==> src/rtl/recent_packet_duplicate_filter_core_defines.svh <==
// assertion macros used by the filter back end rtl
`ifndef RECENT_PACKET_DUPLICATE_FILTER_CORE_DEFINES_SVH
`define RECENT_PACKET_DUPLICATE_FILTER_CORE_DEFINES_SVH
`ifndef SYNTH
`define RPDF_ASSERT_HOLDS(lbl, clk, rst, prop) \
  lbl: assert property (@(posedge clk) disable iff (rst) (prop)) \
    else $error("rpdf check failed");
`define RPDF_ASSERT_IMPLIES(lbl, clk, rst, ante, cons) \
  lbl: assert property (@(posedge clk) disable iff (rst) (ante) |-> (cons)) \
    else $error("rpdf check failed");
`define RPDF_ASSERT_NEXT(lbl, clk, rst, ante, cons) \
  lbl: assert property (@(posedge clk) disable iff (rst) (ante) |=> (cons)) \
    else $error("rpdf check failed");
`else
`define RPDF_ASSERT_HOLDS(lbl, clk, rst, prop)
`define RPDF_ASSERT_IMPLIES(lbl, clk, rst, ante, cons)
`define RPDF_ASSERT_NEXT(lbl, clk, rst, ante, cons)
`endif
`endif

==> src/rtl/rpdf_pkg.sv <==
`default_nettype none
package rpdf_pkg;
  localparam int TABLE_DEPTH_DEF = 128;
  localparam int MAX_PACKET_BYTES_DEF = 256;
  localparam logic [7:0] CAPACITY_AT_RESET = 8'd100;
  localparam int QUEUE_DEPTH = 2;
  localparam int DIGEST_W = 160;

  localparam logic [DIGEST_W-1:0] SHA1_INIT = {
    32'h67452301, 32'hEFCDAB89, 32'h98BADCFE, 32'h10325476, 32'hC3D2E1F0
  };
  localparam logic [31:0] SHA1_K0 = 32'h5A827999;
  localparam logic [31:0] SHA1_K1 = 32'h6ED9EBA1;
  localparam logic [31:0] SHA1_K2 = 32'h8F1BBCDC;
  localparam logic [31:0] SHA1_K3 = 32'hCA62C1D6;

  // one finished packet digest or a table clear, front to back
  typedef struct packed {
    logic                clear;
    logic [DIGEST_W-1:0] digest;
  } q_item_t;
endpackage
`default_nettype wire

==> src/rtl/rpdf_queue.sv <==
`default_nettype none
module rpdf_queue (
  input  wire logic              clk,
  input  wire logic              rst,
  input  wire logic              in_valid,
  output logic                   in_ready,
  input  wire rpdf_pkg::q_item_t in_item,
  output logic                   out_valid,
  input  wire logic              out_ready,
  output rpdf_pkg::q_item_t      out_item
);
  localparam int QD   = rpdf_pkg::QUEUE_DEPTH;
  localparam int PW   = (QD > 1) ? $clog2(QD) : 1;
  localparam int CNTW = $clog2(QD + 1);

  rpdf_pkg::q_item_t mem [QD];
  logic [PW-1:0]     wr_ptr, rd_ptr;
  logic [CNTW-1:0]   fill;
  logic              push, pop;

  assign in_ready  = (fill != CNTW'(QD));
  assign out_valid = (fill != '0);
  assign out_item  = mem[rd_ptr];
  assign push      = in_valid && in_ready;
  assign pop       = out_valid && out_ready;

  always_ff @(posedge clk) begin
    if (push) begin
      mem[wr_ptr] <= in_item;
    end
  end

  always_ff @(posedge clk) begin
    if (rst) begin
      wr_ptr <= '0;
      rd_ptr <= '0;
      fill   <= '0;
    end else begin
      if (push) begin
        wr_ptr <= (wr_ptr == PW'(QD - 1)) ? '0 : wr_ptr + PW'(1);
      end
      if (pop) begin
        rd_ptr <= (rd_ptr == PW'(QD - 1)) ? '0 : rd_ptr + PW'(1);
      end
      if (push && !pop) begin
        fill <= fill + CNTW'(1);
      end else if (pop && !push) begin
        fill <= fill - CNTW'(1);
      end
    end
  end
endmodule
`default_nettype wire

==> config.mk <==
export PLATFORM = sky130hd
export DESIGN_NAME = rpdf_queue
export DESIGN_NICKNAME = d
export VERILOG_FILES = /design/src/rtl/recent_packet_duplicate_filter_core_defines.svh /design/src/rtl/rpdf_pkg.sv /design/src/rtl/rpdf_queue.sv
export SDC_FILE = /design/constraint.sdc
export NUM_CORES = 1
export LEC_CHECK = 0
export ABC_AREA = 1
export BUFFER_PORTS_ARGS = -buffer_cell sky130_fd_sc_hd__buf_4
export CAP_MARGIN = 10
export CORE_MARGIN = 4
export CORE_UTILIZATION = 40
export CTS_BUF_LIST = sky130_fd_sc_hd__clkbuf_8
export DETAILED_ROUTE_END_ITERATION = 10
export PLACE_DENSITY = 0.64
export SKIP_LAST_GASP = 1
export SLEW_MARGIN = 5
export SYNTH_ARGS = -nofsm -noshare
export SYNTH_HDL_FRONTEND = slang
export SYNTH_SLANG_ARGS = --single-unit
==> constraint.sdc <==
create_clock -name clk -period 10.8 [get_ports clk]
set_input_delay 0.54 -clock clk [delete_from_list [all_inputs] [get_ports clk]]
set_output_delay 0.54 -clock clk [all_outputs]
set_load 0.02 [all_outputs]
==> flow_metrics.tcl, run 1 <==
set metrics [dict create \
    io_buffers 327 \
    track_usage 0.1435 \
    place_area_um2 15080 \
    coreArea_um2 29870 \
    grt_max_degree 157 \
    fin_crit_sh 0.3092 \
    synth.distinct_cells 14 \
    synth_seq_area_share 0.7996 \
    p_per_area_nw_per_um2 227.5 \
    synthTopCellsByArea "edfxtp_1 (79%), mux2_4 (11%), mux2_2 (6.5%)" \
    synth_seq_cells 327 \
    dieWidth_um 182.8 \
    critical_path_class "flip-flop to output pin" \
    clkSlewWorstSetupHoldPaths_ns 0.06 \
    maxSlewViolCount 0 \
    ir_drop_mv 0.1250 \
    finalWorstSetupSlack_ns 7.460 \
    clkLatencyLatePin_ns 0.55 \
    place_ws_ns 7.974 \
    cts_sinks 327 \
    crit_arrival_ns 2.80 \
    routedWlPerCell_um 19.00 \
    drtAntennaViolNets 0 \
    finalPower_w 0.003638 \
    start_util 0.4090 \
    maxCapViolCount 0 \
    final_common_cell "buf_4" \
    totalWireLength_um 25340 \
    cts_resized 0 \
    finalCriticalPeriod_ns 3.340 \
    setup_viol 0 \
    synth_area_leader_cell "edfxtp_1" \
    netlist.area_leader.share 0.7914 \
    tns_ns 0 \
    grt_pass1_vias 6539 \
    synthesis.area_um2 12220 \
    outcome "finished, final reports clean" \
    fmax_mhz 299.4 \
    cts.path.max_buffers 3 \
    vias_per_cell 4.635 \
    grt_overflow 0 \
    htree_levels 2 \
    hold_violations 0 \
    ioPinCount 328 \
    syn-num-nets 704 \
    fill_cells 2389 \
    vias 6183 \
    drive_above_1_share 0.5907 \
    synth_area_per_cell_um2 22.71 \
    core.rowCount 63 \
    first_pass_iters 4 \
    grt_first_pass_wirelength_um 36720 \
    gp_congestion 0.7447 \
    grt_setup_unrepaired "false" \
    startpoint_type "flip-flop" \
    min_path_type "primary input to flip-flop" \
    final_nets 1073 \
    drc_errors 0 \
    drtIter0Drc 301 \
    final_util 0.5352 \
    end_kind "output pin" \
    syn_inst 538 \
    cts_tree "built" \
    die-area_um2 33400 \
    required_ns 10.26 \
    relSlewSlack 0.2593 \
    cts_buffers 52 \
    p_leak_nw 6.192 \
    fin_skew_ns 0.01616 \
    antenna_found_initial 1 \
    holdBufCountCts 0 \
    cts_root_buf "clkbuf_8" \
    cp_max_fo 62 \
    stdcell_area_um2 15990 \
    dpl.hpwl_um 17130 \
    die_h_um 182.8 \
    synthToLayoutAreaGrowth_pct 30.87 \
    cts_setup_buffers 0 \
    yosysWarningCount 0 \
    worst_slew_pin_slew_ns 1.111 \
    layout_common_cells "buf_4 (332), edfxtp_1 (322), mux2_4 (90)" \
]
synthesized netlist by cell type, drive strengths merged:
cell,instances
edfxtp,322
mux2,161
buf,18
nand2,9
inv,8
nor2,7
dfxtp,5
a21oi,2
nand3,2
o21ai,2
ha,1
nand4,1
final timing paths:
check | startpoint | endpoint | slack (ns) | cells after the start
setup / recovery | flip-flop | out_item[140] | 7.46 | 3
setup reg to reg | fill[0] | mem[0][2] | 8.29 | 6
hold / removal | in_item[12] | mem[0][12] | 0.17 | 1
hold reg to reg | rd_ptr | rd_ptr | 0.52 | 2
registers in the layout, indices dropped and copies added, names as in the netlist, named ones only:
| signal | flops |
|---|---|
| rd_ptr | 1 |
| mem | 322 |
| wr_ptr | 1 |
| fill | 2 |
cells by family (layout without fill, tap and decap cells):
| kind of cell | Yosys count | count (layout) | synth area share |
|---|---|---|---|
| buffers and inverters | 26 | 431 | 0.01546 |
| AO/OA/AOI/OAI | 4 | 4 | 0.001639 |
| adder cells (fa/ha/maj) | 1 | 1 | 0.001024 |
| AND/OR/NAND/NOR | 19 | 19 | 0.006247 |
| multiplexers | 161 | 161 | 0.1760 |
| other | 0 | 1 | 0 |
| flip-flops | 327 | 327 | 0.7996 |
layer usage:
layer / GRT usage / wire, um / up-vias
met5: 0 / 0 / -
met4: 0.04678 / 532 / 0
met3: 0.05355 / 2452 / 47
met2: 0.2313 / 11960 / 277
met1: 0.1815 / 10400 / 2994
li1: - / - / 2865
final cells by class:
| cell class | count | area [um^2] | area share |
|---|---|---|---|
| antenna | 1 | 2.502 | 0.0001565 |
| clock buffer | 56 | 770.7 | 0.04820 |
| clock inverter | 34 | 137.6 | 0.008608 |
| inverter | 8 | 30.03 | 0.001878 |
| multi-input combinational | 185 | 2275 | 0.1423 |
| sequential | 327 | 9773 | 0.6112 |
| tap | 390 | 488.0 | 0.03052 |
| timing repair buffer | 333 | 2512 | 0.1571 |
per-stage QoR:
step,cells,hold slack (ns)
2_1_floorplan,538,0.4645
3_3_place_gp,1243,0.4817
3_5_place_dp,1243,0.5005
4_1_cts,1333,0.1169
5_1_grt,1334,0.1144
6_report,1334,0.1681
where the power goes:
| part | switching [W] | total, W | internal (W) |
|---|---|---|---|
| combinational | 0.000568 | 0.00107 | 0.000501 |
| clock | 0.000435 | 0.000907 | 0.000472 |
| sequential | 0.0000543 | 0.00166 | 0.00161 |
critical path, cell delays in order, from the launching register on:
cell and delay (ns):
dfxtp_4 0.68, buf_4 0.90, mux2_2 0.42, buf_4 0.16
Power figures use the tool's default switching activity.
==> inputs of run 2 (changes only) <==
--- a/config.mk
+++ b/config.mk
@@ -5,14 +5,14 @@
 export SDC_FILE = /design/constraint.sdc
 export NUM_CORES = 1
 export LEC_CHECK = 0
-export ABC_AREA = 1
+export ABC_AREA = 0
 export BUFFER_PORTS_ARGS = -buffer_cell sky130_fd_sc_hd__buf_4
 export CAP_MARGIN = 10
 export CORE_MARGIN = 4
 export CORE_UTILIZATION = 40
 export CTS_BUF_LIST = sky130_fd_sc_hd__clkbuf_8
 export DETAILED_ROUTE_END_ITERATION = 10
-export PLACE_DENSITY = 0.64
+export PLACE_DENSITY = 0.65
 export SKIP_LAST_GASP = 1
 export SLEW_MARGIN = 5
 export SYNTH_ARGS = -nofsm -noshare
==> constraint.sdc (replaced) <==
create_clock -name clk -period 3.3 [get_ports clk]
set_input_delay 0.165 -clock clk [delete_from_list [all_inputs] [get_ports clk]]
set_output_delay 0.165 -clock clk [all_outputs]
set_load 0.02 [all_outputs]
==> flow_metrics.tcl, run 2 <==
set metrics [dict create \
    netlist.area_leader.share 0.7925 \
    grt_first_pass_wirelength_um 40670 \
    vias 6745 \
    core.rowCount 63 \
    grt_pass1_vias 7306 \
    ioPinCount 328 \
    worst_hold_slack_ns 0.06916 \
    yosysMostFrequentCell "edfxtp_1" \
    worst_slew_pin_slew_ns 0.9487 \
    p_leak_nw 6.859 \
    synth_seq_cells 327 \
    die_h_um 182.7 \
    drc_errors 0 \
    syn_inst 525 \
    synth_async_sr_flop_share 0 \
    hp-start "out_ready" \
    path_cells "buf_4 -> mux2_4 -> buf_4" \
    crit_cells 3 \
    synthesis.area_um2 12200 \
    die-area_um2 33360 \
    tns_ns 0 \
    drive_above_1_share 0.5156 \
    path_buf_inv 2 \
    gp_congestion 0.7286 \
    hold_depth 4 \
    top_register "mem" \
    cts.path.max_buffers 3 \
    routedWlPerCell_um 18.22 \
    synth_edf_count 322 \
    io_buffers 327 \
    place_ws_ns 1.442 \
    htree_levels 2 \
    end_kind "output pin" \
    clkLatencyLatePin_ns 0.55 \
    fin_crit_sh 0.7222 \
    critical_path_class "flip-flop to output pin" \
    layout_common_cells "buf_4 (333), edfxtp_1 (322), dlygate4sd3_1 (163)" \
    finalWorstSetupSlack_ns 0.9166 \
    setup_viol 0 \
    maxSlewViolCount 0 \
    outcome "finished, final reports clean" \
    start_util 0.4084 \
    clkSlewWorstSetupHoldPaths_ns 0.06 \
    crit_arrival_ns 2.22 \
    coreArea_um2 29870 \
    synth_seq_area_share 0.8007 \
    final_common_cell "buf_4" \
    grt_overflow 0 \
    totalWireLength_um 27020 \
    yosysWarningCount 0 \
    crit_family "flip-flops" \
    reg2reg_from "fill[0]" \
    dieWidth_um 182.7 \
    synthToLayoutAreaGrowth_pct 44.85 \
    final_util 0.5916 \
    crit_top_cell "buf_4" \
    track_usage 0.1555 \
    fin_skew_ns 0.01398 \
    cpPeakStageDelay_ns 0.68 \
    synth_common_cells "edfxtp_1 (322), mux2_4 (90), mux2_2 (71)" \
    grt_setup_unrepaired "false" \
    cts_sinks 327 \
    required_ns 3.13 \
    first_pass_iters 4 \
    min_path_type "primary input to flip-flop" \
    worst_r2r_endpoint "mem[0][69]" \
    reg_top3 "mem x322, fill x2" \
    ys.flop_type "edfxtp_1" \
    final_nets 1226 \
    p_per_area_nw_per_um2 705.3 \
    synth.distinct_cells 19 \
    dpl.hpwl_um 16890 \
    synth_area_per_cell_um2 23.24 \
    ir_drop_mv 0.4627 \
    grt_max_degree 136 \
    rrSetupSlack_ns 1.40 \
    rr_worst_depth 4 \
    synth_area_leader_cell "edfxtp_1" \
    synthTopCellsByArea "edfxtp_1 (79%), mux2_4 (11%), mux2_2 (6.6%)" \
    cts_resized 0 \
    crit_slowest_cell "dfxtp_4" \
    drtAntennaViolNets 0 \
    antenna_found_initial 1 \
    syn-num-nets 691 \
    hold_violations 0 \
    finalCriticalPeriod_ns 2.383 \
    relSlewSlack 0.3675 \
    largest_reg_flops 322 \
    fmax_mhz 419.6 \
    startpoint_type "flip-flop" \
    drtIter0Drc 326 \
    vias_per_cell 4.548 \
    maxCapViolCount 0 \
    cp_max_fo 31 \
    cts_buffers 51 \
    finalPower_w 0.01247 \
    cts_tree "built" \
    cts_root_buf "clkbuf_8" \
]
run 2: metal layers:
metal / part of all wire / up-vias / routed length [um] / GRT usage
li1: - / 3163 / - / -
met4: 0.023 / 0 / 624 / 0.04533
met2: 0.50 / 266 / 13390 / 0.2648
met1: 0.39 / 3265 / 10590 / 0.1892
met5: 0 / - / 0 / 0
met3: 0.089 / 51 / 2416 / 0.05202
run 2: layout make-up:
type                            count  area (um^2)
Timing Repair Buffer              500         4212
Fill cell                        2238        12200
Clock buffer                       53        729.5
Multi-Input combinational cell    179         2282
Sequential cell                   327         9774
Clock inverter                     32        178.9
Inverter                            1        7.507
Antenna cell                        1        2.502
Tap cell                          390        488.0
run 2: worst max path at each step:
stage | endpoint | slack [ns] | startpoint
after floorplan | mem[0][0] | -0.15 | fill[0]
after global placement | out_item[86] | 1.44 | flip-flop
after detailed placement | out_item[86] | 1.44 | flip-flop
after CTS | out_item[86] | 0.83 | flip-flop
after global routing | out_item[18] | 0.76 | flip-flop
final | out_item[86] | 0.92 | flip-flop
run 2: cell families (layout without fill, tap and decap cells):
group / after synthesis / in the layout / share of synthesized area
DFF: 327 / 327 / 0.8007
muxes: 161 / 161 / 0.1763
buffers and inverters: 19 / 586 / 0.01333
and+or+nand+nor: 9 / 9 / 0.004104
AOI/OAI and AO/OA: 5 / 5 / 0.002461
xor gates and xnor gates: 3 / 3 / 0.002154
adders and majority gates: 1 / 1 / 0.001025
other: 0 / 1 / 0
run 2: stage by stage:
stage                     cells  area [um^2]
after detailed placement   1234        15130
after CTS                  1482        17670
after global routing       1483        17670
final                      1483        17670
after global placement     1234        15130
after floorplan             525        12220
run 2: timing repair:
action,in CTS,in global routing
endpoints found under the hold margin,327,0
setup buffers,0,0
hold buffers,163,0
run 2: tightest hold or removal path, cell delays in order:
cell and delay, ns:
buf_4 0.10, o21ai_0 0.13, xor2_1 0.10, nor2_1 0.07
run 2: where the power goes:
part	switching (W)	internal, W	leakage (nW)
logic	0.00204	0.00197	3.27
registers	0.000190	0.00520	3.05
clock network	0.00145	0.00162	0.535
==> inputs of run 3 (changes only) <==
--- a/config.mk
+++ b/config.mk
@@ -12,7 +12,7 @@
 export CORE_UTILIZATION = 40
 export CTS_BUF_LIST = sky130_fd_sc_hd__clkbuf_8
 export DETAILED_ROUTE_END_ITERATION = 10
-export PLACE_DENSITY = 0.65
+export PLACE_DENSITY = 0.67
 export SKIP_LAST_GASP = 1
 export SLEW_MARGIN = 5
 export SYNTH_ARGS = -nofsm -noshare
==> constraint.sdc (replaced) <==
create_clock -name clk -period 2.12 [get_ports clk]
set_input_delay 0.106 -clock clk [delete_from_list [all_inputs] [get_ports clk]]
set_output_delay 0.106 -clock clk [all_outputs]
set_load 0.02 [all_outputs]
==> flow_metrics.tcl, run 3 (synthesis results as in run 2) <==
set metrics [dict create \
    outcome "finished, final reports clean" \
    met3_usage 0.04983 \
    cp_max_fo 27 \
    routedWlPerCell_um 17.59 \
    rrSetupSlack_ns 0.48 \
    reg_top3 "mem x322, fill x2" \
    vias_per_cell 4.553 \
    tns_ns 0 \
    cts_sinks 327 \
    fin_skew_ns 0.02059 \
    maxCapViolCount 0 \
    p_switching_w 0.005765 \
    drive_above_1_share 0.5168 \
    clkLatencyLatePin_ns 0.54 \
    totalWireLength_um 26280 \
    drtAntennaViolNets 0 \
    place_ws_ns 0.4839 \
    cts_root_buf "clkbuf_8" \
    critical_path_class "flip-flop to output pin" \
    cts_tree "built" \
    cts.path.max_buffers 3 \
    p_int_w 0.01382 \
    ir_drop_mv 0.6410 \
    cts_buffers 53 \
    crit_slowest_cell "dfxtp_4" \
    largest_reg_flops 322 \
    p_comb_frac 0.332 \
    maxSlewViolCount 0 \
    vias 6802 \
    track_usage 0.1510 \
    stdcell_area_um2 17820 \
    crit_top_cell "buf_4" \
    setup_viol 0 \
    relSlewSlack 0.6966 \
    path_buf_inv 3 \
    use_met2 0.2566 \
    grt_setup_unrepaired "false" \
    startpoint_type "flip-flop" \
    grt_first_pass_wirelength_um 40140 \
    fmax_mhz 496.6 \
    io_buffers 327 \
    grt_max_degree 73 \
    path_cells "buf_4 -> buf_16 -> mux2_2 -> buf_4" \
    start_util 0.4084 \
    min_path_type "primary input to flip-flop" \
    htree_levels 2 \
    fin_crit_sh 0.9499 \
    top_register "mem" \
    die-area_um2 33360 \
    grt_overflow 0 \
    finalCriticalPeriod_ns 2.014 \
    first_pass_iters 4 \
    p_leak_nw 6.908 \
    synthToLayoutAreaGrowth_pct 46.07 \
    cpPeakStageDelay_ns 0.45 \
    swShare 0.2944 \
    p_per_area_nw_per_um2 1099 \
    crit_family "buffers and inverters" \
    clkSlewWorstSetupHoldPaths_ns 0.06 \
    gp_congestion 0.7185 \
    antenna_found_initial 1 \
    finalWorstSetupSlack_ns 0.1063 \
    dpl.hpwl_um 16530 \
    final_nets 1234 \
    hold_violations 0 \
    drtIter0Drc 229 \
    die_h_um 182.7 \
    drc_errors 0 \
    coreArea_um2 29870 \
    pwr-share-clk 0.244 \
    busiest_layer "met2" \
    ioPinCount 328 \
    required_ns 2.01 \
    grt_pass1_vias 7502 \
    worst_slew_pin_slew_ns 0.4551 \
    seqPwrFrac 0.424 \
    core.rowCount 63 \
    dieWidth_um 182.7 \
    place_area_um2 15190 \
    final_common_cell "buf_4" \
    crit_arrival_ns 1.91 \
    layout_common_cells "buf_4 (333), edfxtp_1 (322), dlygate4sd3_1 (164)" \
    use_met1 0.1802 \
    end_kind "output pin" \
]
==> run 3: changes by cell type in the layout (fill, tap and decap cells not counted), sizes merged <==
cell,change
clkinvlp,-1
inv,-6
buf,+4
clkinv,+12
dlygate4sd3,+1
clkbuf,+1
==> run 3: timing repair <==
item | 4_1_cts | 5_1_grt
hold endpoints to repair | 327 | 0
setup buffers | 0 | 3
hold buffers | 164 | 0
endpoints found under the setup margin | 66 | 81
gates resized for setup | 2 | 0
cloned | 0 | 1
==> run 3: final timing paths <==
kind	start	endpoint	cells after the start
min reg2reg	rd_ptr	flip-flop	2
min	in_item[146]	mem[1][146]	2
max	flip-flop	out_item[44]	4
max reg2reg	fill[0]	mem[1][112]	3
==> run 3: area by class of cell <==
class | count | area, um^2
clock inverter | 37 | 197.7
timing repair buffer | 506 | 4342
multi-input combinational | 179 | 2282
antenna | 1 | 2.502
sequential | 327 | 9774
clock buffer | 53 | 729.5
fill | 2169 | 12050
inverter | 1 | 7.507
tap | 390 | 488.0
==> run 3: layer usage <==
layer  share of wire  wire length, um
met5               0                0
met4           0.033              865
met3           0.085             2243
met2            0.49            12900
met1            0.39            10260
==> run 3: worst register-to-register path: stages (launching register included) <==
cell	delay, ns
dfxtp_2	0.37
nand2b_4	0.16
and3_4	0.43
buf_12	0.31
==> run 3: through the flow <==
| step | util | hold WS, ns | power, W | std cells |
|---|---|---|---|---|
| after floorplan | - | 0.1710 | 0.01231 | 525 |
| after global placement | 0.5084 | 0.2907 | 0.01456 | 1235 |
| after detailed placement | 0.5084 | 0.2935 | 0.01464 | 1235 |
| after CTS | 0.5949 | 0.2302 | 0.01980 | 1489 |
| after global routing | 0.5966 | 0.2518 | 0.02055 | 1494 |
| final | 0.5966 | 0.2920 | 0.01959 | 1494 |
==> run 3: power by group through the flow <==
stage	Clock [W]	Sequential, W	Combinational [W]
finish	0.00478	0.00830	0.00651
global route	0.00533	0.00837	0.00686
CTS	0.00499	0.00832	0.00649
detailed placement	0	0.00844	0.00620
global placement	0	0.00839	0.00617
floorplan	0	0.00842	0.00389
